===== src/sp64_pkg.sv =====
// Shared types, constants and helpers for the SPECK64/128 encryption pipeline.
`default_nettype none

package sp64_pkg;

    // Data path geometry.
    localparam int unsigned WORD_W         = 32;
    localparam int unsigned BLOCK_W        = 2 * WORD_W;
    localparam int unsigned ROUND_COUNT_DEF = 27;

    // Round rotation amounts.
    localparam int unsigned ROT_ALPHA = 8;
    localparam int unsigned ROT_BETA  = 29;

    // Configuration port.
    localparam int unsigned CFG_IDX_W  = 1;
    localparam int unsigned CFG_DATA_W = BLOCK_W;

    typedef enum logic [CFG_IDX_W-1:0] {
        CFG_KEY_LOW  = 1'b0,
        CFG_KEY_HIGH = 1'b1
    } t_cfg_idx;

    // Full 128-bit key as two configuration registers.
    typedef struct packed {
        logic [BLOCK_W-1:0] high;
        logic [BLOCK_W-1:0] low;
    } t_key;

    // Everything one round stage hands to the next: data words and schedule words.
    typedef struct packed {
        logic [WORD_W-1:0] a;
        logic [WORD_W-1:0] b;
        logic [WORD_W-1:0] rk;
        logic [WORD_W-1:0] q0;
        logic [WORD_W-1:0] q1;
        logic [WORD_W-1:0] q2;
    } t_state;

    // Rotate a word right by a constant amount.
    function automatic logic [WORD_W-1:0] rotr32(input logic [WORD_W-1:0] v,
                                                 input int unsigned n);
        rotr32 = (v >> n) | (v << (WORD_W - n));
    endfunction

endpackage

`default_nettype wire


===== src/sp64_key.sv =====
// Key configuration registers written through the plain write port.
`default_nettype none

module sp64_key
    import sp64_pkg::*;
(
    input  wire logic                  i_clk,
    input  wire logic                  i_rst_n,
    input  wire logic                  i_cfg_we,
    input  wire logic [CFG_IDX_W-1:0]  i_cfg_idx,
    input  wire logic [CFG_DATA_W-1:0] i_cfg_wdata,
    output t_key                       o_key
);

    t_key r_key;

    // Register writes; the key resets to all zeros.
    always_ff @(posedge i_clk) begin
        if (!i_rst_n) begin
            r_key <= '0;
        end else if (i_cfg_we) begin
            case (t_cfg_idx'(i_cfg_idx))
                CFG_KEY_LOW: begin
                    r_key.low <= i_cfg_wdata;
                end
                CFG_KEY_HIGH: begin
                    r_key.high <= i_cfg_wdata;
                end
                default: begin
                    r_key <= r_key;
                end
            endcase
        end
    end

    assign o_key = r_key;

endmodule

`default_nettype wire


===== config.mk =====
export PLATFORM = sky130hd
export DESIGN_NAME = sp64_key
export DESIGN_NICKNAME = d
export VERILOG_FILES = /design/src/sp64_pkg.sv /design/src/sp64_key.sv
export SDC_FILE = /design/constraint.sdc
export NUM_CORES = 1
export LEC_CHECK = 0
export BUFFER_PORTS_ARGS = -buffer_cell sky130_fd_sc_hd__buf_2
export CAP_MARGIN = 20
export CORE_MARGIN = 4
export CORE_UTILIZATION = 47
export DETAILED_ROUTE_END_ITERATION = 8
export PLACE_DENSITY_LB_ADDON = 0.05
export SYNTH_ARGS = -nofsm -noshare
export SYNTH_HDL_FRONTEND = slang
export SYNTH_SLANG_ARGS = --single-unit
export TNS_END_PERCENT = 100

===== constraint.sdc =====
create_clock -name i_clk -period 0.9 [get_ports i_clk]
set_clock_uncertainty 0.1 [all_clocks]
set_input_delay 0 -clock i_clk [delete_from_list [all_inputs] [get_ports i_clk]]
set_output_delay 0 -clock i_clk [all_outputs]
set_load 0.01 [all_outputs]

==> out/summary.log, run 1 <==
[run_status] result of the run finished with violations
[run_status] violations in the final reports hold timing, setup timing
[drt] overall routed net length 15080 um
[global_route] number of antenna violations at the first check in global routing 0
[global_route] pin count of the biggest net entering global routing 54
[clock_network] buffers from clock root to sink, at most 2
[clock_network] CTS tree done
[timing] setup slack of the critical path after layout -0.1766 ns
[logic_synthesis] number of instances in the synthesized netlist 485
[power] switching power total 0.003553 W
[worst_setup_path] Worst Path Arrival 0.98 ns
[worst_setup_path] Critical R2R Launch o_key[37]
[place] global placement routability congestion 0.7744
[floorplan] die span in y 109.4 um
[worst_setup_path] R2R cell count 4
[logic_synthesis] most used standard cell by instance count after synthesis sky130_fd_sc_hd__nand2_1
[power] portion of total power attributed to sequential cells 42.9%
[finish] net count reported at finish 836
[timing] Final Cycle Share 119.6%
[worst_setup_path] Worst R2R End o_key[37]
[logic_synthesis] Seq cells post-synth 128
[finish] layout cells sized above 1 50.70%
[place] placement-stage worst setup slack -0.06250 ns
[timing] Slew Limit Headroom 80.79%
[clock_network] cell chosen for the clock root sky130_fd_sc_hd__clkbuf_8
[hold_path] Hold Path Origin i_rst_n
[floorplan] area of the die 0.01197 mm^2
[clock_network] number of buffers inserted during clock tree synthesis 17
[logic_synthesis] part of the Yosys area used for sequential elements 53.00%
[worst_setup_path] peak per-stage delay on the critical path 0.35 ns
[drt] remaining routing DRC violations 0
[hold_path] Tightest Hold Check Type primary input to flip-flop
[logic_synthesis] net count after synthesis 553
[timing] unrepaired setup endpoints after global routing yes
[finish] fillcell total 552
[clock_network] count of H-tree levels built during CTS 4
[place] Post-DP Area 0.005949 mm^2
[place] half-perimeter wire length of the detailed placement result 8266 um
[drt] count of TritonRoute iterations in the first routing pass 4
[floorplan] CORE AREA 0.009910 mm^2
[clock_network] Clk pin slew, worst setup/hold paths 0.06 ns
[logic_synthesis] area share of the largest cell type after synthesis 53.00%
[timing] actual slew at the worst max-slew pin 0.2882 ns
[power] part of the total power dissipated in the clock network 42.5%
[finish] layout overhead on the synthesized area 71.84%
[power] power per unit of standard cell area 1755 mW/mm^2
[run] Max Cap Viol 0
[finish] number of flip-flops under the largest register name 128
[global_route] wire length of the first global-routing pass 23280 um
[timing] max-slew violations 0
[logic_synthesis] mean area per synthesized cell 9.968 um^2
[worst_setup_path] Critical Path Fanout Max 2
[worst_setup_path] startpoint type of the worst setup path flip-flop
[drt] count of vias placed by the detailed router 4442
[place] # port buffers 195
[power] cell internal power dissipation 0.01103 W
[worst_setup_path] data required time at the worst endpoint 0.80 ns
[drt] number of design-rule violations left by the first detailed-router iteration 260
[power] sw frac 24.37%
[logic_synthesis] prevailing post-synth register cell sky130_fd_sc_hd__dfxtp_1
[logic_synthesis] top post-synthesis cells by count 192 x sky130_fd_sc_hd__nand2_1, 128 x sky130_fd_sc_hd__dfxtp_1, 128 x sky130_fd_sc_hd__mux2i_1
[logic_synthesis] leading cell types by total area after synthesis sky130_fd_sc_hd__dfxtp_1 53%, sky130_fd_sc_hd__mux2i_1 27%, sky130_fd_sc_hd__nand2_1 15%
[clock_network] clock sink total 128
[floorplan] starting utilization of the core area 48.79%
[timing] WHS -0.08956 ns
[worst_setup_path] critical-path cell list buf_6
[worst_setup_path] library cell contributing the largest single delay on the critical path sky130_fd_sc_hd__dfxtp_2
[logic_synthesis] count of unique library cells instantiated by Yosys 9
[finish] diodes inserted 0
[drt] post-route ant nets 0
[worst_setup_path] crit path buf inv count 1
[floorplan] die width 109.4 um
[worst_setup_path] r2r setup slk 0 ns
[worst_setup_path] kind of cell adding the most delay to the critical path flip-flops
[floorplan] number of standard-cell rows in the floorplan 36
[worst_setup_path] origin of the worst setup path o_key[103]
[finish] final design area excluding fillers 0.008308 mm^2
[timing] Tmin final 1.077 ns
[worst_setup_path] endpoint of the most critical setup path o_key[103]
[drt] via/cell ratio 4.860
[global_route] via count of the first global-routing pass 4744
[logic_synthesis] proportion of synthesized flip-flops having asynchronous set or reset 0%
[logic_synthesis] EDFF count, synth 0
[power] share of total power in combinational logic 14.6%
[global_route] GRT Total Usage 25.19%
[power] Max rail drop VDD 1.068 mV
[logic_synthesis] count of warnings emitted by yosys 0
[worst_setup_path] CP Class flip-flop to output pin
[timing] maximum achievable frequency 928.9 MHz
[drt] Wirelength per Cell 16.50 um
[worst_setup_path] type of element capturing the critical path output pin
[global_route] total gr overflow 0
[timing] setup-violating endpoint count in the final report 129
[logic_synthesis] Post-Synthesis Cell Area 0.004835 mm^2
[power] standby leakage power 3.959 nW
[clock_network] source-to-sink clock delay at the later pin of the worst-skew pair 0.51 ns
[worst_setup_path] WP depth 1
[timing] Hold Vio Cnt, Final 120
[timing] final-layout setup total negative slack -18.83 ns
[logic_synthesis] Synth area leader sky130_fd_sc_hd__dfxtp_1
[floorplan] num ports 196
[power groups by stage]
stage	clock (W)	combinational (W)	sequential, W
floorplan	0	0.000693	0.00636
global route	0.00659	0.00228	0.00628
global placement	0	0.00142	0.00622
detailed placement	0	0.00146	0.00622
CTS	0.00629	0.00202	0.00624
finish	0.00620	0.00213	0.00625
[worst register-to-register path, stage by stage, from the launching register on]
cell	delay, ns
sky130_fd_sc_hd__dfxtp_2	0.32
sky130_fd_sc_hd__buf_4	0.13
sky130_fd_sc_hd__buf_4	0.12
sky130_fd_sc_hd__nand2_2	0.05
sky130_fd_sc_hd__mux2i_1	0.07
[timing repair]
item | 4_1_cts | 5_1_grt
hold endpoints to repair | 128 | 123
buffers inserted | 6 | 19
resized for setup | 256 | 6
endpoints found under the setup margin | 128 | 129
hold buffers | 65 | 1
[per-stage QoR]
step	cells	util (%)	hold WS (ns)	power, W
6_report	914	83.84	-0.08956	0.01458
5_1_grt	914	83.84	-0.09266	0.01515
4_1_cts	895	82.20	-0.1295	0.01454
3_5_place_dp	792	60.04	0.1807	0.007679
3_3_place_gp	792	60.04	0.1698	0.007643
2_1_floorplan	485	-	0.06151	0.007057
[area by class of cell]
type | count | area, um^2 | share of cell area [%]
clock inverters | 11 | 90.09 | 1.084
well taps | 133 | 166.4 | 2.003
multi-input cells | 322 | 2029 | 24.43
repair buffers | 299 | 2850 | 34.31
clock buffers | 21 | 449.2 | 5.407
flip-flops and latches | 128 | 2723 | 32.77
[per-layer routing]
layer / up-vias / global-route usage, % / part of all wire, %
met1: 2088 / 26.56 / 37
met5: - / 0 / 0
met3: 33 / 8.338 / 7.4
met4: 0 / 10.60 / 2.4
met2: 170 / 45.68 / 53
li1: 2151 / - / -
[worst min-delay path by stage]
stage           endpoint  slack [ns]  depth (start not counted)
2_1_floorplan   o_key[0]        0.06                          2
3_3_place_gp   o_key[70]        0.17                          3
3_5_place_dp   o_key[70]        0.18                          3
4_1_cts        o_key[80]       -0.13                          4
5_1_grt        o_key[15]       -0.09                          4
6_report       o_key[80]       -0.09                          4
[placed cells by master (no fill, tap or decap), drive strengths merged]
cell type,synthesis,routed
clkbuf,1,21
dfxtp,128,128
bufinv,0,1
clkinvlp,0,4
nand2b,1,1
and2,1,1
dlygate4sd3,0,65
nand2,192,192
clkinv,0,6
buf,34,234
mux2i,128,128
[logic make-up (layout without fill, tap and decap cells)]
logic type,after synthesis,count (layout),synth area share (%)
simple gates,194,194,15.17
mux,128,128,26.50
flops,128,128,53.00
buf+inv,35,331,5.331
(Power assumes the default switching activity.)
==> inputs of run 2 (changes only) <==
--- a/config.mk
+++ b/config.mk
@@ -5,10 +5,11 @@
 export SDC_FILE = /design/constraint.sdc
 export NUM_CORES = 1
 export LEC_CHECK = 0
+export ABC_AREA = 1
 export BUFFER_PORTS_ARGS = -buffer_cell sky130_fd_sc_hd__buf_2
 export CAP_MARGIN = 20
 export CORE_MARGIN = 4
-export CORE_UTILIZATION = 47
+export CORE_UTILIZATION = 48
 export DETAILED_ROUTE_END_ITERATION = 8
 export PLACE_DENSITY_LB_ADDON = 0.05
 export SYNTH_ARGS = -nofsm -noshare
==> constraint.sdc (replaced) <==
create_clock -name i_clk -period 0.9 [get_ports i_clk]
set_clock_uncertainty 0.1 [all_clocks]
set_input_delay 0.18 -clock i_clk [delete_from_list [all_inputs] [get_ports i_clk]]
set_output_delay 0.18 -clock i_clk [all_outputs]
set_load 0.01 [all_outputs]
==> run 2 against run 1 <==
  * The flow finishes with violations (setup timing)
  * Clock-buffer cell count shrank 3
  * Sequential power grew 3%
  * First-iteration DRC count grew 110%
  * Worst hold slack gained 0.13 ns
  * Cell area grew 5.1%
  * Wire length grew 30%
  * Non-clock buffer count grew 12
  * Setup slack lost 0.20 ns
  * Via count grew 34%
  * Critical endpoint is now o_key[82]
  * Global-route usage grew 5.6 points
  * Clock power grew 5.0%
  * Die area grew 0.70%
==> out/summary.log, run 2 <==
[run_status] result of the run finished with violations
[run_status] violations in the final reports setup timing
[timing] Final Cycle Share 141.7%
[timing] setup slack of the critical path after layout -0.3752 ns
[logic_synthesis] count of warnings emitted by yosys 0
[worst_setup_path] type of element capturing the critical path output pin
[clock_network] number of buffers inserted during clock tree synthesis 17
[finish] top library cells by usage in the layout, fill and taps aside 191 x sky130_fd_sc_hd__nor2_1, 136 x sky130_fd_sc_hd__buf_6, 128 x sky130_fd_sc_hd__dfxtp_2
[finish] diodes inserted 0
[clock_network] count of H-tree levels built during CTS 4
[logic_synthesis] synthesized-area fraction occupied by adder cells 0%
[clock_network] source-to-sink clock delay at the later pin of the worst-skew pair 0.51 ns
[drt] count of TritonRoute iterations in the first routing pass 6
[logic_synthesis] largest family of logic cells by synthesized area simple AND/OR/NAND/NOR gates
[logic_synthesis] part of the Yosys area used for sequential elements 51.51%
[worst_setup_path] data required time at the worst endpoint 0.62 ns
[logic_synthesis] number of instances in the synthesized netlist 697
[floorplan] die width 109.8 um
[drt] Wirelength per Cell 17.49 um
[place] half-perimeter wire length of the detailed placement result 9604 um
[clock_network] Clk pin slew, worst setup/hold paths 0.06 ns
[timing] WHS 0.04076 ns
[worst_setup_path] Worst Path Arrival 1.00 ns
[finish] number of flip-flops under the largest register name 128
[worst_setup_path] library cell contributing the largest single delay on the critical path sky130_fd_sc_hd__dfxtp_2
[logic_synthesis] EDFF count, synth 0
[logic_synthesis] xor and xnor fraction of the mapped netlist area 0%
[place] placed cells 997
[worst_setup_path] CP Class flip-flop to output pin
[worst_setup_path] kind of cell adding the most delay to the critical path flip-flops
[worst_setup_path] r2r setup slk -0.03 ns
[floorplan] CORE AREA 0.009955 mm^2
[timing] actual slew at the worst max-slew pin 0.4152 ns
[timing] maximum achievable frequency 784.2 MHz
[worst_setup_path] peak per-stage delay on the critical path 0.37 ns
[power] standby leakage power 4.171 nW
[place] Post-DP Area 0.006285 mm^2
[timing] unrepaired setup endpoints after global routing yes
[timing] max-slew violations 0
[worst_setup_path] critical-path cell list buf_6
[global_route] wire length of the first global-routing pass 28980 um
[finish] layout cells sized above 1 42.65%
[worst_setup_path] Worst R2R End o_key[20]
[logic_synthesis] net count after synthesis 765
[worst_setup_path] WP depth 1
[timing] Tmin final 1.275 ns
[logic_synthesis] Synth area leader sky130_fd_sc_hd__dfxtp_1
[logic_synthesis] Post-Synthesis Cell Area 0.004975 mm^2
[timing] setup-violating endpoint count in the final report 133
[logic_synthesis] top post-synthesis cells by count 192 x sky130_fd_sc_hd__nor2_1, 128 x sky130_fd_sc_hd__dfxtp_1, 65 x sky130_fd_sc_hd__inv_1, 65 x sky130_fd_sc_hd__nand2_1
[drt] number of design-rule violations left by the first detailed-router iteration 538
[global_route] GRT Total Usage 30.81%
[logic_synthesis] Seq cells post-synth 128
[global_route] total gr overflow 0
[logic_synthesis] prevailing post-synth register cell sky130_fd_sc_hd__dfxtp_1
[floorplan] number of standard-cell rows in the floorplan 36
[finish] final design area excluding fillers 0.008731 mm^2
[logic_synthesis] most used standard cell by instance count after synthesis sky130_fd_sc_hd__nor2_1
[power] share of total power in combinational logic 18.7%
[logic_synthesis] proportion of synthesized flip-flops having asynchronous set or reset 0%
[place] placement-stage worst setup slack -0.2339 ns
[clock_network] cell chosen for the clock root sky130_fd_sc_hd__clkbuf_8
[logic_synthesis] synthesized-area fraction occupied by ao, oa, aoi and oai cells 12.88%
[place] # port buffers 195
[worst_setup_path] Critical R2R Launch o_key[20]
[timing] Hold Vio Cnt, Final 0
[drt] overall routed net length 19590 um
[run] Max Cap Viol 0
[worst_setup_path] crit path buf inv count 1
[drt] post-route ant nets 0
[logic_synthesis] mean area per synthesized cell 7.137 um^2
[drt] remaining routing DRC violations 0
[finish] net count reported at finish 1042
[logic_synthesis] count of unique library cells instantiated by Yosys 13
[global_route] pin count of the biggest net entering global routing 54
[clock_network] CTS tree done
[place] global placement routability congestion 0.7876
[global_route] number of antenna violations at the first check in global routing 0
[power] power per unit of standard cell area 1824 mW/mm^2
[power] portion of total power attributed to sequential cells 40.4%
[hold_path] Tightest Hold Check Type primary input to flip-flop
[timing] final-layout setup total negative slack -42.79 ns
[power] part of the total power dissipated in the clock network 40.9%
[logic_synthesis] mux contribution to synthesized area 0%
[worst_setup_path] R2R cell count 4
[finish] non-filler cells in the finished layout 1120
[drt] via/cell ratio 5.329
[floorplan] area of the die 0.01206 mm^2
[power] cell internal power dissipation 0.01162 W
[drt] count of vias placed by the detailed router 5969
[timing] Slew Limit Headroom 72.32%
[logic_synthesis] area share of the largest cell type after synthesis 51.51%
[worst_setup_path] origin of the worst setup path o_key[82]
[floorplan] num ports 196
[global_route] via count of the first global-routing pass 5929
[power] Max rail drop VDD 1.076 mV
[power] sw frac 27.03%
[finish] layout overhead on the synthesized area 75.50%
[floorplan] starting utilization of the core area 49.97%
[finish] most frequent standard cell in the layout excluding fill and tap cells sky130_fd_sc_hd__nor2_1
[clock_network] clock sink total 128
[worst_setup_path] Critical Path Fanout Max 2
[worst_setup_path] startpoint type of the worst setup path flip-flop
[clock_network] buffers from clock root to sink, at most 2
[logic_synthesis] leading cell types by total area after synthesis sky130_fd_sc_hd__dfxtp_1 52%, sky130_fd_sc_hd__nor2_1 14%, sky130_fd_sc_hd__a21oi_1 6.4%
[worst_setup_path] endpoint of the most critical setup path o_key[82]
[floorplan] die span in y 109.8 um
[logic_synthesis] synthesized-area fraction occupied by and/or/nand/nor cells 26.06%
[power] switching power total 0.004306 W
## run 2: cell count changes after synthesis, moves of 5 or more
cell                       previous run  this run
sky130_fd_sc_hd__nand3_1              0        64
sky130_fd_sc_hd__mux2i_1            128         0
sky130_fd_sc_hd__nor2_1               0       192
sky130_fd_sc_hd__buf_1                0         5
sky130_fd_sc_hd__o21ai_0              0        64
sky130_fd_sc_hd__inv_1                0        65
sky130_fd_sc_hd__a21oi_1              0        64
sky130_fd_sc_hd__clkbuf_1             1        27
sky130_fd_sc_hd__buf_6               13         0
sky130_fd_sc_hd__nand2_1            192        65
## run 2: through the flow
stage | util, % | power, W
6_report | 87.71 | 0.01593
5_1_grt | 87.71 | 0.01646
4_1_cts | 86.07 | 0.01566
3_5_place_dp | 63.13 | 0.008365
3_3_place_gp | 63.13 | 0.008321
2_1_floorplan | - | 0.007447
## run 2: how the worst min path moves through the flow
stage | start | depth (start not counted) | slack, ns | endpoint
CTS | i_rst_n | 4 | 0.02 | o_key[49]
floorplan | i_cfg_wdata[0] | 2 | 0.24 | o_key[64]
global placement | i_cfg_wdata[50] | 3 | 0.35 | o_key[114]
global route | i_rst_n | 4 | 0.05 | o_key[43]
detailed placement | i_cfg_wdata[60] | 3 | 0.35 | o_key[124]
finish | i_cfg_we | 4 | 0.04 | o_key[79]
## run 2: final cells by class
class	instances	area (um^2)
clock buffer	18	417.9
sequential	128	2723
clock inverter	14	143.9
inverter	66	247.7
multi-input combinational	450	1989
fill	478	1224
tap	133	166.4
timing repair buffer	311	3043
## run 2: cell families (layout without fill, tap and decap cells)
family,Yosys count,after routing
compound gates,128,128
buf+inv,119,409
flops,128,128
simple gates,322,322
## run 2: repair_timing
item / CTS / global route
hold endpoints to repair: 128 / 0
resized for setup: 257 / 24
buffers inserted: 16 / 12
hold buffers: 64 / 0
endpoints found under the setup margin: 128 / 136
pin swaps: 0 / 5
## run 2: worst register-to-register path: stages (launching register included)
cell and delay [ns]:
sky130_fd_sc_hd__dfxtp_2 0.33, sky130_fd_sc_hd__buf_4 0.13, sky130_fd_sc_hd__buf_4 0.13, sky130_fd_sc_hd__nor2_4 0.08, sky130_fd_sc_hd__nor2_1 0.05
## run 2: power by group through the flow
stage                     Sequential [W]  Clock (W)  Combinational, W
after CTS                        0.00640    0.00655           0.00272
after global routing             0.00647    0.00678           0.00322
after detailed placement         0.00636          0           0.00201
after floorplan                  0.00653          0          0.000915
after global placement           0.00634          0           0.00198
final                            0.00643    0.00651           0.00298
## run 2: layer usage
layer | vias up | wire length (um) | global-route usage, %
li1 | 2762 | - | -
met1 | 2765 | 7026 | 33.27
met2 | 356 | 9959 | 54.46
met3 | 86 | 1794 | 8.456
met4 | 0 | 811 | 16.30
met5 | - | 0 | 0
