File: src/sp64_pkg.sv
// Shared types, constants and helpers for the SPECK64/128 encryption pipeline.
`default_nettype none

package sp64_pkg;

    // Data path geometry.
    localparam int unsigned WORD_W         = 32;
    localparam int unsigned BLOCK_W        = 2 * WORD_W;
    localparam int unsigned ROUND_COUNT_DEF = 27;

    // Round rotation amounts.
    localparam int unsigned ROT_ALPHA = 8;
    localparam int unsigned ROT_BETA  = 29;

    // Configuration port.
    localparam int unsigned CFG_IDX_W  = 1;
    localparam int unsigned CFG_DATA_W = BLOCK_W;

    typedef enum logic [CFG_IDX_W-1:0] {
        CFG_KEY_LOW  = 1'b0,
        CFG_KEY_HIGH = 1'b1
    } t_cfg_idx;

    // Full 128-bit key as two configuration registers.
    typedef struct packed {
        logic [BLOCK_W-1:0] high;
        logic [BLOCK_W-1:0] low;
    } t_key;

    // Everything one round stage hands to the next: data words and schedule words.
    typedef struct packed {
        logic [WORD_W-1:0] a;
        logic [WORD_W-1:0] b;
        logic [WORD_W-1:0] rk;
        logic [WORD_W-1:0] q0;
        logic [WORD_W-1:0] q1;
        logic [WORD_W-1:0] q2;
    } t_state;

    // Rotate a word right by a constant amount.
    function automatic logic [WORD_W-1:0] rotr32(input logic [WORD_W-1:0] v,
                                                 input int unsigned n);
        rotr32 = (v >> n) | (v << (WORD_W - n));
    endfunction

endpackage

`default_nettype wire

File: src/sp64_round.sv
// One pipeline stage: a single cipher round and a single key schedule round.
`default_nettype none

module sp64_round
    import sp64_pkg::*;
#(
    parameter int unsigned ROUND_IDX = 0
) (
    input  wire logic i_clk,
    input  wire logic i_rst_n,
    input  wire logic i_en,
    input  wire logic i_vld,
    input  t_state    i_st,
    output logic      o_vld,
    output t_state    o_st
);

    localparam logic [WORD_W-1:0] RoundConst = WORD_W'(ROUND_IDX);

    logic   r_vld;
    t_state r_st;
    t_state n_st;
    logic [WORD_W-1:0] w_nl;

    // Data round and key schedule round run side by side.
    always_comb begin
        n_st.a  = (rotr32(i_st.a, ROT_ALPHA) + i_st.b) ^ i_st.rk;
        n_st.b  = rotr32(i_st.b, ROT_BETA) ^ n_st.a;
        w_nl    = (rotr32(i_st.q0, ROT_ALPHA) + i_st.rk) ^ RoundConst;
        n_st.rk = rotr32(i_st.rk, ROT_BETA) ^ w_nl;
        n_st.q0 = i_st.q1;
        n_st.q1 = i_st.q2;
        n_st.q2 = w_nl;
    end

    // Valid bit follows the stage enable.
    always_ff @(posedge i_clk) begin
        if (!i_rst_n) begin
            r_vld <= 1'b0;
        end else if (i_en) begin
            r_vld <= i_vld;
        end
    end

    // Payload loads only when the stage advances.
    always_ff @(posedge i_clk) begin
        if (i_en) begin
            r_st <= n_st;
        end
    end

    assign o_vld = r_vld;
    assign o_st  = r_st;

endmodule

`default_nettype wire

File: config.mk
export PLATFORM = sky130hd
export DESIGN_NAME = sp64_round
export DESIGN_NICKNAME = d
export VERILOG_FILES = /design/src/sp64_pkg.sv /design/src/sp64_round.sv
export SDC_FILE = /design/constraint.sdc
export NUM_CORES = 1
export LEC_CHECK = 0
export BUFFER_PORTS_ARGS = -buffer_cell sky130_fd_sc_hd__buf_2
export CORE_MARGIN = 3
export CORE_UTILIZATION = 45
export CTS_CLUSTER_DIAMETER = 150
export DETAILED_ROUTE_END_ITERATION = 10
export PLACE_DENSITY = 0.77
export SLEW_MARGIN = 20
export SYNTH_ARGS = -nofsm -noshare
export SYNTH_HDL_FRONTEND = slang
export SYNTH_SLANG_ARGS = --single-unit
File: constraint.sdc
create_clock -name i_clk -period 2.7 [get_ports i_clk]
set_input_delay 0.54 -clock i_clk [delete_from_list [all_inputs] [get_ports i_clk]]
set_output_delay 0.54 -clock i_clk [all_outputs]
set_load 0.03 [all_outputs]
==> impl_metrics.prom, run 1 <==
# TYPE chip_impl_metric gauge
chip_impl_metric{name="slew_viol_final",unit=""} 0
chip_impl_metric{name="fp.coreArea",unit="µm²"} 21900
chip_impl_metric{name="chipHeight",unit="µm"} 156
chip_impl_metric{name="avgRoutedWirePerCell",unit="µm"} 20.1
chip_impl_metric{name="clkLatencyLatePin",unit="ps"} 440
chip_impl_metric{name="total_drc_errors_in_the_routed_layout",unit=""} 0
chip_impl_metric{name="yosys_warnings",unit=""} 0
chip_impl_metric{name="cellInternalPower",unit="mW"} 6.40
chip_impl_info{name="run_status",value="finished clean"} 1
chip_impl_metric{name="clock_path_buffers",unit=""} 2
chip_impl_metric{name="detail_route.iter0.violations",unit=""} 475
chip_impl_metric{name="floorplan.initialDensity",unit=""} 0.460
chip_impl_metric{name="top_level_ports",unit=""} 389
chip_impl_metric{name="worst_r2r_path_depth",unit=""} 2
chip_impl_info{name="hold_class",value="in -> reg"} 1
chip_impl_metric{name="setup_violations",unit=""} 0
chip_impl_metric{name="final_hold_violation_count",unit=""} 0
chip_impl_metric{name="share_comb_of_total_power",unit=""} 0.333
chip_impl_metric{name="layoutNonFillerInstCount",unit=""} 1620
chip_impl_info{name="worstReg2RegEnd",value="o_vld"} 1
chip_impl_metric{name="slew_at_the_pin_closest_to_its_max_slew_limit",unit="ps"} 560
chip_impl_info{name="rsz0062_at_grt",value="yes"} 1
chip_impl_info{name="start_of_the_worst_register_to_register_path",value="o_vld"} 1
chip_impl_metric{name="fin_nets",unit=""} 1584
chip_impl_metric{name="clkTransAtPathRegs",unit="ps"} 90
chip_impl_metric{name="floorplan.rows",unit=""} 54
chip_impl_metric{name="nFillCells",unit=""} 1723
chip_impl_metric{name="gp_congestion",unit=""} 0.930
chip_impl_metric{name="critPathMaxFanout",unit=""} 4
chip_impl_metric{name="route.vias.total",unit=""} 8409
chip_impl_metric{name="pwr_density_cell",unit="nW/µm²"} 700
chip_impl_metric{name="synth.net_count",unit=""} 1025
chip_impl_info{name="ys.flop_type",value="sky130_fd_sc_hd__edfxtp_1"} 1
chip_impl_metric{name="final_setup_margin",unit="ps"} 71.8
chip_impl_metric{name="detailed_place_hpwl",unit="µm"} 26700
chip_impl_metric{name="holdBufCountCts",unit=""} 0
chip_impl_metric{name="period_minus_ws_final",unit="ps"} 2630
chip_impl_metric{name="grt_max_degree",unit=""} 59
chip_impl_info{name="timing.critical_path.to_type",value="flop"} 1
chip_impl_metric{name="drive_gt1_frac",unit=""} 0.468
chip_impl_metric{name="grt_pass1_wl",unit="µm"} 46500
chip_impl_metric{name="synth-edff-count",unit=""} 192
chip_impl_metric{name="vias_in_the_first_global_route",unit=""} 8472
chip_impl_metric{name="synthArstFlopShare",unit=""} 0
chip_impl_info{name="critPathLaunch",value="i_st[168]"} 1
chip_impl_metric{name="finish.utilization",unit=""} 0.653
chip_impl_metric{name="port_buffers",unit=""} 388
chip_impl_metric{name="syn_to_final_growth",unit="%"} 42.0
chip_impl_metric{name="grtUsageTotal",unit=""} 0.254
chip_impl_metric{name="ctsHtreeMaxLevel",unit=""} 4
chip_impl_metric{name="post-synth-top-area-fraction",unit=""} 0.572
chip_impl_info{name="critical_path.startpoint_type",value="primary input"} 1
chip_impl_info{name="ys_top_cells_by_area",value="sky130_fd_sc_hd__edfxtp_1 57%, sky130_fd_sc_hd__xor2_1 8.3%, sky130_fd_sc_hd__ha_1 7.7%, sky130_fd_sc_hd__xnor2_1 5.0%, sky130_fd_sc_hd__a21oi_1 3.3%"} 1
chip_impl_metric{name="leakage",unit="nW"} 6.43
chip_impl_metric{name="fmax",unit="MHz"} 380
chip_impl_metric{name="timing.hold.worst_path_depth",unit=""} 1
chip_impl_metric{name="syn-mean-instance-area",unit="µm²"} 13.2
chip_impl_metric{name="post_dp_cell_area",unit="µm²"} 13600
chip_impl_metric{name="final_design_area_no_fill",unit="µm²"} 14300
chip_impl_metric{name="clock_sink_count",unit=""} 193
chip_impl_metric{name="worstPathRequired",unit="ps"} 2880
chip_impl_metric{name="post_drt_via_cell_ratio",unit=""} 5.19
chip_impl_metric{name="worst_ir_drop_vdd",unit="µV"} 357
chip_impl_metric{name="ant_nets",unit=""} 0
chip_impl_info{name="worstHoldEndpoint",value="o_st[58]"} 1
chip_impl_metric{name="synth_sequential_area_ratio",unit=""} 0.574
chip_impl_metric{name="place.detailed.instances",unit=""} 1584
chip_impl_info{name="min-delay-start",value="i_st[26]"} 1
chip_impl_metric{name="total_switching_power",unit="mW"} 3.62
chip_impl_metric{name="pre_cts_ws",unit="ps"} -370
chip_impl_metric{name="design.die.area",unit="µm²"} 24200
chip_impl_metric{name="relSlewSlack",unit=""} 0.627
chip_impl_info{name="synth_area_leader_cell",value="sky130_fd_sc_hd__edfxtp_1"} 1
chip_impl_metric{name="antenna_violations_before_repair",unit=""} 8
chip_impl_metric{name="fp.dieW",unit="µm"} 156
chip_impl_metric{name="skew",unit="ps"} 0
chip_impl_metric{name="power_frac_clock",unit=""} 0.264
chip_impl_metric{name="max_cap_violations",unit=""} 0
chip_impl_info{name="cts_tree",value="built"} 1
chip_impl_metric{name="cts_inserted_buffers",unit=""} 17
chip_impl_metric{name="final_min_period_over_clock_period",unit=""} 0.973
chip_impl_metric{name="synth.ff_latch_count",unit=""} 193
chip_impl_info{name="critical_path_class",value="in -> reg"} 1
chip_impl_metric{name="number_of_distinct_library_cells_after_synthesis",unit=""} 66
chip_impl_metric{name="globalRoute.totalOverflow",unit=""} 0
chip_impl_metric{name="drt_wl_total",unit="µm"} 32500
chip_impl_metric{name="ff2ff_setup_slack",unit="ps"} 2100
chip_impl_metric{name="critPathArrivalTime",unit="ps"} 2810
chip_impl_metric{name="power.share.sequential",unit=""} 0.404
chip_impl_metric{name="netlist_instances",unit=""} 765
chip_impl_metric{name="power_switching_share",unit=""} 0.361
chip_impl_metric{name="syn-cell-area",unit="µm²"} 10100
chip_impl_info{name="root_buffer",value="sky130_fd_sc_hd__clkbuf_16"} 1
chip_impl_metric{name="drt_pass1_iterations",unit=""} 4
[critical path: stages]
cell and delay, ps:
sky130_fd_sc_hd__buf_8 70, sky130_fd_sc_hd__ha_4 130, sky130_fd_sc_hd__inv_2 40, sky130_fd_sc_hd__fa_2 350, sky130_fd_sc_hd__and2b_1 230, sky130_fd_sc_hd__o211ai_1 140, sky130_fd_sc_hd__a21oi_2 240, sky130_fd_sc_hd__o2111ai_4 200
sky130_fd_sc_hd__o221ai_4 320, sky130_fd_sc_hd__a41oi_2 190, sky130_fd_sc_hd__xnor2_2 190, sky130_fd_sc_hd__xor2_1 170
[cell usage in the layout, fill, tap and decap left out, types with 5 or more instances in the layout]
| master | n |
|---|---|
| sky130_fd_sc_hd__o21ai_0 | 27 |
| sky130_fd_sc_hd__a31oi_1 | 6 |
| sky130_fd_sc_hd__a21oi_2 | 5 |
| sky130_fd_sc_hd__clkbuf_16 | 17 |
| sky130_fd_sc_hd__nand2_1 | 50 |
| sky130_fd_sc_hd__a21o_1 | 16 |
| sky130_fd_sc_hd__nand4_1 | 11 |
| sky130_fd_sc_hd__xor2_1 | 95 |
| sky130_fd_sc_hd__o211ai_1 | 10 |
| sky130_fd_sc_hd__and3_1 | 5 |
| sky130_fd_sc_hd__buf_4 | 165 |
| sky130_fd_sc_hd__nor3_1 | 8 |
| sky130_fd_sc_hd__nor2b_1 | 5 |
| sky130_fd_sc_hd__edfxtp_1 | 192 |
| sky130_fd_sc_hd__xnor2_1 | 58 |
| sky130_fd_sc_hd__buf_2 | 385 |
| sky130_fd_sc_hd__o21a_1 | 9 |
| sky130_fd_sc_hd__ha_1 | 60 |
| sky130_fd_sc_hd__nor2_1 | 28 |
| sky130_fd_sc_hd__inv_1 | 17 |
| sky130_fd_sc_hd__nand3_1 | 10 |
| sky130_fd_sc_hd__o21bai_1 | 6 |
| sky130_fd_sc_hd__clkinv_8 | 7 |
| sky130_fd_sc_hd__a21oi_1 | 66 |
[metrics by stage]
stage          setup TNS [ps]  power (mW)  hold WS (ps)
2_1_floorplan           -2.48        6.08           639
3_3_place_gp            -7630        7.35           490
3_5_place_dp            -9820        7.42           525
4_1_cts                     0        10.1           256
5_1_grt                 -22.1        10.4           254
6_report                    0        10.0           271
[worst max path at each step]
stage                      endpoint  slack, ps
after floorplan           o_st[156]         -2
after global placement    o_st[156]       -370
after detailed placement  o_st[156]       -370
after CTS                 o_st[156]         70
after global routing      o_st[156]        -20
final                     o_st[156]         70
[registers in the layout, summed over array words and instances (netlist names)]
name,count
o_st,192
o_vld,1
[power by group through the flow]
stage / clock (mW) / combinational (mW) / sequential [mW]
final: 2.64 / 3.33 / 4.05
after global routing: 2.80 / 3.54 / 4.09
after CTS: 2.69 / 3.33 / 4.05
after detailed placement: 0 / 3.31 / 4.11
after global placement: 0 / 3.25 / 4.10
after floorplan: 0 / 1.05 / 5.03
[per-layer routing]
| metal | global-route usage | up-vias | part of all wire |
|---|---|---|---|
| li1 | - | 3988 | - |
| met1 | 0.303 | 4000 | 0.38 |
| met2 | 0.442 | 349 | 0.51 |
| met3 | 0.0616 | 62 | 0.079 |
| met4 | 0.105 | 10 | 0.033 |
| met5 | 0 | - | 0.0017 |
[synthesized netlist by cell type (10+ instances only)]
cell / count
sky130_fd_sc_hd__xor2_1: 95
sky130_fd_sc_hd__a21o_1: 16
sky130_fd_sc_hd__o21ai_0: 27
sky130_fd_sc_hd__a21oi_1: 67
sky130_fd_sc_hd__nand3_1: 11
sky130_fd_sc_hd__xnor2_1: 58
sky130_fd_sc_hd__nor2_1: 28
sky130_fd_sc_hd__ha_1: 62
sky130_fd_sc_hd__nand2_1: 51
sky130_fd_sc_hd__edfxtp_1: 192
sky130_fd_sc_hd__nand4_1: 11
sky130_fd_sc_hd__inv_1: 18
sky130_fd_sc_hd__o211ai_1: 10
[cell type report]
type,instances,area [µm²],share of cell area
clock inverter,15,204,0.0143
sequential,193,5790,0.404
inverter,18,67.6,0.00472
clock buffer,17,425,0.0297
tap,280,350,0.0245
antenna,3,7.51,0.000525
timing repair buffer,556,3270,0.229
multi-input combinational,538,4200,0.293
[cell families (layout without fill, tap and decap cells)]
group           count (synthesis)  count (layout)  synth area share
compound gates                181             181             0.122
xor+xnor                      158             158             0.142
fa+ha+maj                      64              64            0.0810
buf+inv                        34             606            0.0149
flops                         193             193             0.574
mux                             1               1          0.000993
other cells                     0               3                 0
simple gates                  134             134            0.0644
[what timing repair did]
item                                    in CTS  in global routing
endpoints found under the setup margin       0                  5
resized for setup                            0                 12
buffers inserted                             0                  1
Note: power is estimated with default switching activity, not from simulation.
==> inputs of run 2 (changes only) <==
==> config.mk (replaced) <==
export PLATFORM = sky130hd
export DESIGN_NAME = sp64_round
export DESIGN_NICKNAME = d
export VERILOG_FILES = /design/src/sp64_pkg.sv /design/src/sp64_round.sv
export SDC_FILE = /design/constraint.sdc
export NUM_CORES = 1
export LEC_CHECK = 0
export CORE_AREA = 3 3 151 153
export CTS_CLUSTER_DIAMETER = 150
export DETAILED_ROUTE_END_ITERATION = 10
export DIE_AREA = 0 0 154 156
export DONT_BUFFER_PORTS = 1
export SLEW_MARGIN = 20
export SYNTH_ARGS = -nofsm -noshare
export SYNTH_HDL_FRONTEND = slang
export SYNTH_SLANG_ARGS = --single-unit
==> constraint.sdc (replaced) <==
create_clock -name i_clk -period 2.7 [get_ports i_clk]
set_input_delay 0.27 -clock i_clk [delete_from_list [all_inputs] [get_ports i_clk]]
set_output_delay 0.27 -clock i_clk [all_outputs]
set_load 0.03 [all_outputs]
==> impl_metrics.prom, run 2 (synthesis gave the netlist of run 1 again) <==
# TYPE chip_impl_metric gauge
chip_impl_info{name="run_status",value="finished clean"} 1
chip_impl_metric{name="port_buffers",unit=""} 0
chip_impl_metric{name="route.vias.total",unit=""} 6600
chip_impl_metric{name="period_minus_ws_final",unit="ps"} 2450
chip_impl_metric{name="ff2ff_setup_slack",unit="ps"} 1830
chip_impl_metric{name="antenna_violations_before_repair",unit=""} 2
chip_impl_metric{name="cts_inserted_buffers",unit=""} 17
chip_impl_info{name="root_buffer",value="sky130_fd_sc_hd__clkbuf_16"} 1
chip_impl_metric{name="final_hold_violation_count",unit=""} 0
chip_impl_metric{name="drt_wl_total",unit="µm"} 29900
chip_impl_metric{name="drive_gt1_frac",unit=""} 0.0995
chip_impl_info{name="cts_tree",value="built"} 1
chip_impl_info{name="critPathLaunch",value="i_st[128]"} 1
chip_impl_metric{name="max_cap_violations",unit=""} 0
chip_impl_metric{name="top_level_ports",unit=""} 389
chip_impl_metric{name="final_setup_margin",unit="ps"} 251
chip_impl_info{name="hold_class",value="in -> reg"} 1
chip_impl_metric{name="grt_pass1_wl",unit="µm"} 41500
chip_impl_metric{name="nFillCells",unit=""} 1772
chip_impl_metric{name="relSlewSlack",unit=""} 0.653
chip_impl_info{name="worstHoldEndpoint",value="o_st[125]"} 1
chip_impl_metric{name="detailed_place_hpwl",unit="µm"} 23000
chip_impl_info{name="mostFrequentLayoutCells",value="192 x sky130_fd_sc_hd__edfxtp_1, 95 x sky130_fd_sc_hd__xor2_1, 68 x sky130_fd_sc_hd__dlygate4sd3_1, 67 x sky130_fd_sc_hd__a21oi_1, 62 x sky130_fd_sc_hd__ha_1"} 1
chip_impl_metric{name="clkTransAtPathRegs",unit="ps"} 80
chip_impl_metric{name="pwr_density_cell",unit="nW/µm²"} 773
chip_impl_metric{name="largest_register_ff_count",unit=""} 192
chip_impl_metric{name="finish.utilization",unit=""} 0.548
chip_impl_metric{name="timing.hold.worst_path_depth",unit=""} 1
chip_impl_metric{name="total_drc_errors_in_the_routed_layout",unit=""} 0
chip_impl_metric{name="globalRoute.totalOverflow",unit=""} 0
chip_impl_metric{name="floorplan.initialDensity",unit=""} 0.465
chip_impl_metric{name="vias_in_the_first_global_route",unit=""} 6675
chip_impl_metric{name="clock_path_buffers",unit=""} 2
chip_impl_metric{name="clkLatencyLatePin",unit="ps"} 440
chip_impl_metric{name="fp.dieW",unit="µm"} 154
chip_impl_metric{name="post_dp_cell_area",unit="µm²"} 10500
chip_impl_metric{name="avgRoutedWirePerCell",unit="µm"} 25.9
chip_impl_metric{name="final_design_area_no_fill",unit="µm²"} 11900
chip_impl_metric{name="critPathMaxFanout",unit=""} 4
chip_impl_metric{name="skew",unit="ps"} 0
chip_impl_metric{name="leakage",unit="nW"} 4.49
chip_impl_info{name="mostFrequentLayoutCell",value="sky130_fd_sc_hd__edfxtp_1"} 1
chip_impl_metric{name="fp.coreArea",unit="µm²"} 21700
chip_impl_metric{name="final_min_period_over_clock_period",unit=""} 0.907
chip_impl_metric{name="fmax",unit="MHz"} 408
chip_impl_metric{name="grtUsageTotal",unit=""} 0.233
chip_impl_metric{name="cts_post_setup_buffers_inserted",unit=""} 0
chip_impl_metric{name="design.die.area",unit="µm²"} 24000
chip_impl_info{name="timing.critical_path.to_type",value="flop"} 1
chip_impl_info{name="critical_path.startpoint_type",value="primary input"} 1
chip_impl_metric{name="floorplan.rows",unit=""} 54
chip_impl_metric{name="pre_cts_ws",unit="ps"} -116
chip_impl_metric{name="ant_nets",unit=""} 0
chip_impl_metric{name="area.sequential",unit="µm²"} 5790
chip_impl_metric{name="fin_nets",unit=""} 1121
chip_impl_metric{name="setup_violations",unit=""} 0
chip_impl_metric{name="slew_at_the_pin_closest_to_its_max_slew_limit",unit="ps"} 518
chip_impl_info{name="worstReg2RegEnd",value="o_vld"} 1
chip_impl_metric{name="drt_pass1_iterations",unit=""} 5
chip_impl_metric{name="critPathArrivalTime",unit="ps"} 2640
chip_impl_metric{name="ctsHtreeMaxLevel",unit=""} 4
chip_impl_metric{name="grt_max_degree",unit=""} 194
chip_impl_info{name="rsz0062_at_grt",value="no"} 1
chip_impl_info{name="critical_path_class",value="in -> reg"} 1
chip_impl_metric{name="totalPowerFinal",unit="mW"} 9.19
chip_impl_metric{name="worst_ir_drop_vdd",unit="µV"} 440
chip_impl_metric{name="slew_viol_final",unit=""} 0
chip_impl_metric{name="detail_route.iter0.violations",unit=""} 423
chip_impl_metric{name="multi_input_comb_area",unit="µm²"} 4140
chip_impl_metric{name="worstPathRequired",unit="ps"} 2890
chip_impl_metric{name="gp_congestion",unit=""} 0.959
chip_impl_metric{name="clock_sink_count",unit=""} 193
chip_impl_metric{name="worst_r2r_path_depth",unit=""} 2
chip_impl_metric{name="holdBufCountCts",unit=""} 65
chip_impl_info{name="start_of_the_worst_register_to_register_path",value="o_vld"} 1
chip_impl_metric{name="chipHeight",unit="µm"} 156
chip_impl_info{name="min-delay-start",value="i_st[122]"} 1
chip_impl_metric{name="syn_to_final_growth",unit="%"} 18.0
chip_impl_metric{name="post_cts_resize_count",unit=""} 0
chip_impl_metric{name="post_drt_via_cell_ratio",unit=""} 5.71
run 2: cell count changes in the layout (fill, tap and decap cells not counted), moves of 2 or more:
cell	before	now
sky130_fd_sc_hd__dlygate4sd3_1	0	68
sky130_fd_sc_hd__fa_1	0	2
sky130_fd_sc_hd__fa_2	2	0
sky130_fd_sc_hd__clkinv_4	0	2
sky130_fd_sc_hd__buf_16	0	2
sky130_fd_sc_hd__buf_8	2	0
sky130_fd_sc_hd__ha_1	60	62
sky130_fd_sc_hd__diode_2	3	1
sky130_fd_sc_hd__buf_4	165	21
sky130_fd_sc_hd__buf_2	385	0
run 2: stage by stage:
| stage | setup TNS (ps) | hold WS, ps | instances |
|---|---|---|---|
| floorplan | 0 | 369 | 765 |
| global placement | -177 | 369 | 1050 |
| detailed placement | -432 | 369 | 1050 |
| CTS | 0 | -76.5 | 1147 |
| global route | 0 | 0.744 | 1155 |
| finish | 0 | 25.8 | 1155 |
run 2: report_power, final:
| part | switching (mW) | internal (mW) | total [mW] |
|---|---|---|---|
| clock network | 1.29 | 1.26 | 2.55 |
| logic | 0.866 | 0.664 | 1.53 |
| registers | 1.15 | 3.95 | 5.11 |
run 2: how the worst max path moves through the flow:
stage / depth (start not counted) / end / slack (ps)
global route: 11 / o_st[150] / 140
detailed placement: 11 / o_st[156] / -120
global placement: 11 / o_st[156] / -100
CTS: 11 / o_st[150] / 300
floorplan: 11 / o_st[156] / 180
finish: 11 / o_st[150] / 250
run 2: final cells by class:
cell class | instances | share of cell area
Clock buffer | 17 | 0.0358
Timing Repair Buffer | 93 | 0.0785
Inverter | 18 | 0.00568
Tap cell | 280 | 0.0295
Sequential cell | 193 | 0.487
Multi-Input combinational cell | 538 | 0.348
Clock inverter | 15 | 0.0156
Antenna cell | 1 | 0.000210
run 2: critical path, stage by stage:
cell                        delay [ps]
sky130_fd_sc_hd__ha_1              160
sky130_fd_sc_hd__inv_1              60
sky130_fd_sc_hd__fa_1              380
sky130_fd_sc_hd__and2b_1           230
sky130_fd_sc_hd__o211ai_1          150
sky130_fd_sc_hd__a21oi_2           210
sky130_fd_sc_hd__o2111ai_2         200
sky130_fd_sc_hd__o221ai_2          380
sky130_fd_sc_hd__a31oi_1           170
sky130_fd_sc_hd__xnor2_1           300
sky130_fd_sc_hd__xor2_1            100
run 2: layer usage:
layer | GRT usage | vias to the layer above | share of wire
met5 | 0 | - | 0.00067
met4 | 0.0875 | 2 | 0.028
met3 | 0.102 | 41 | 0.10
met2 | 0.385 | 351 | 0.49
met1 | 0.270 | 3148 | 0.38
li1 | - | 3058 | -
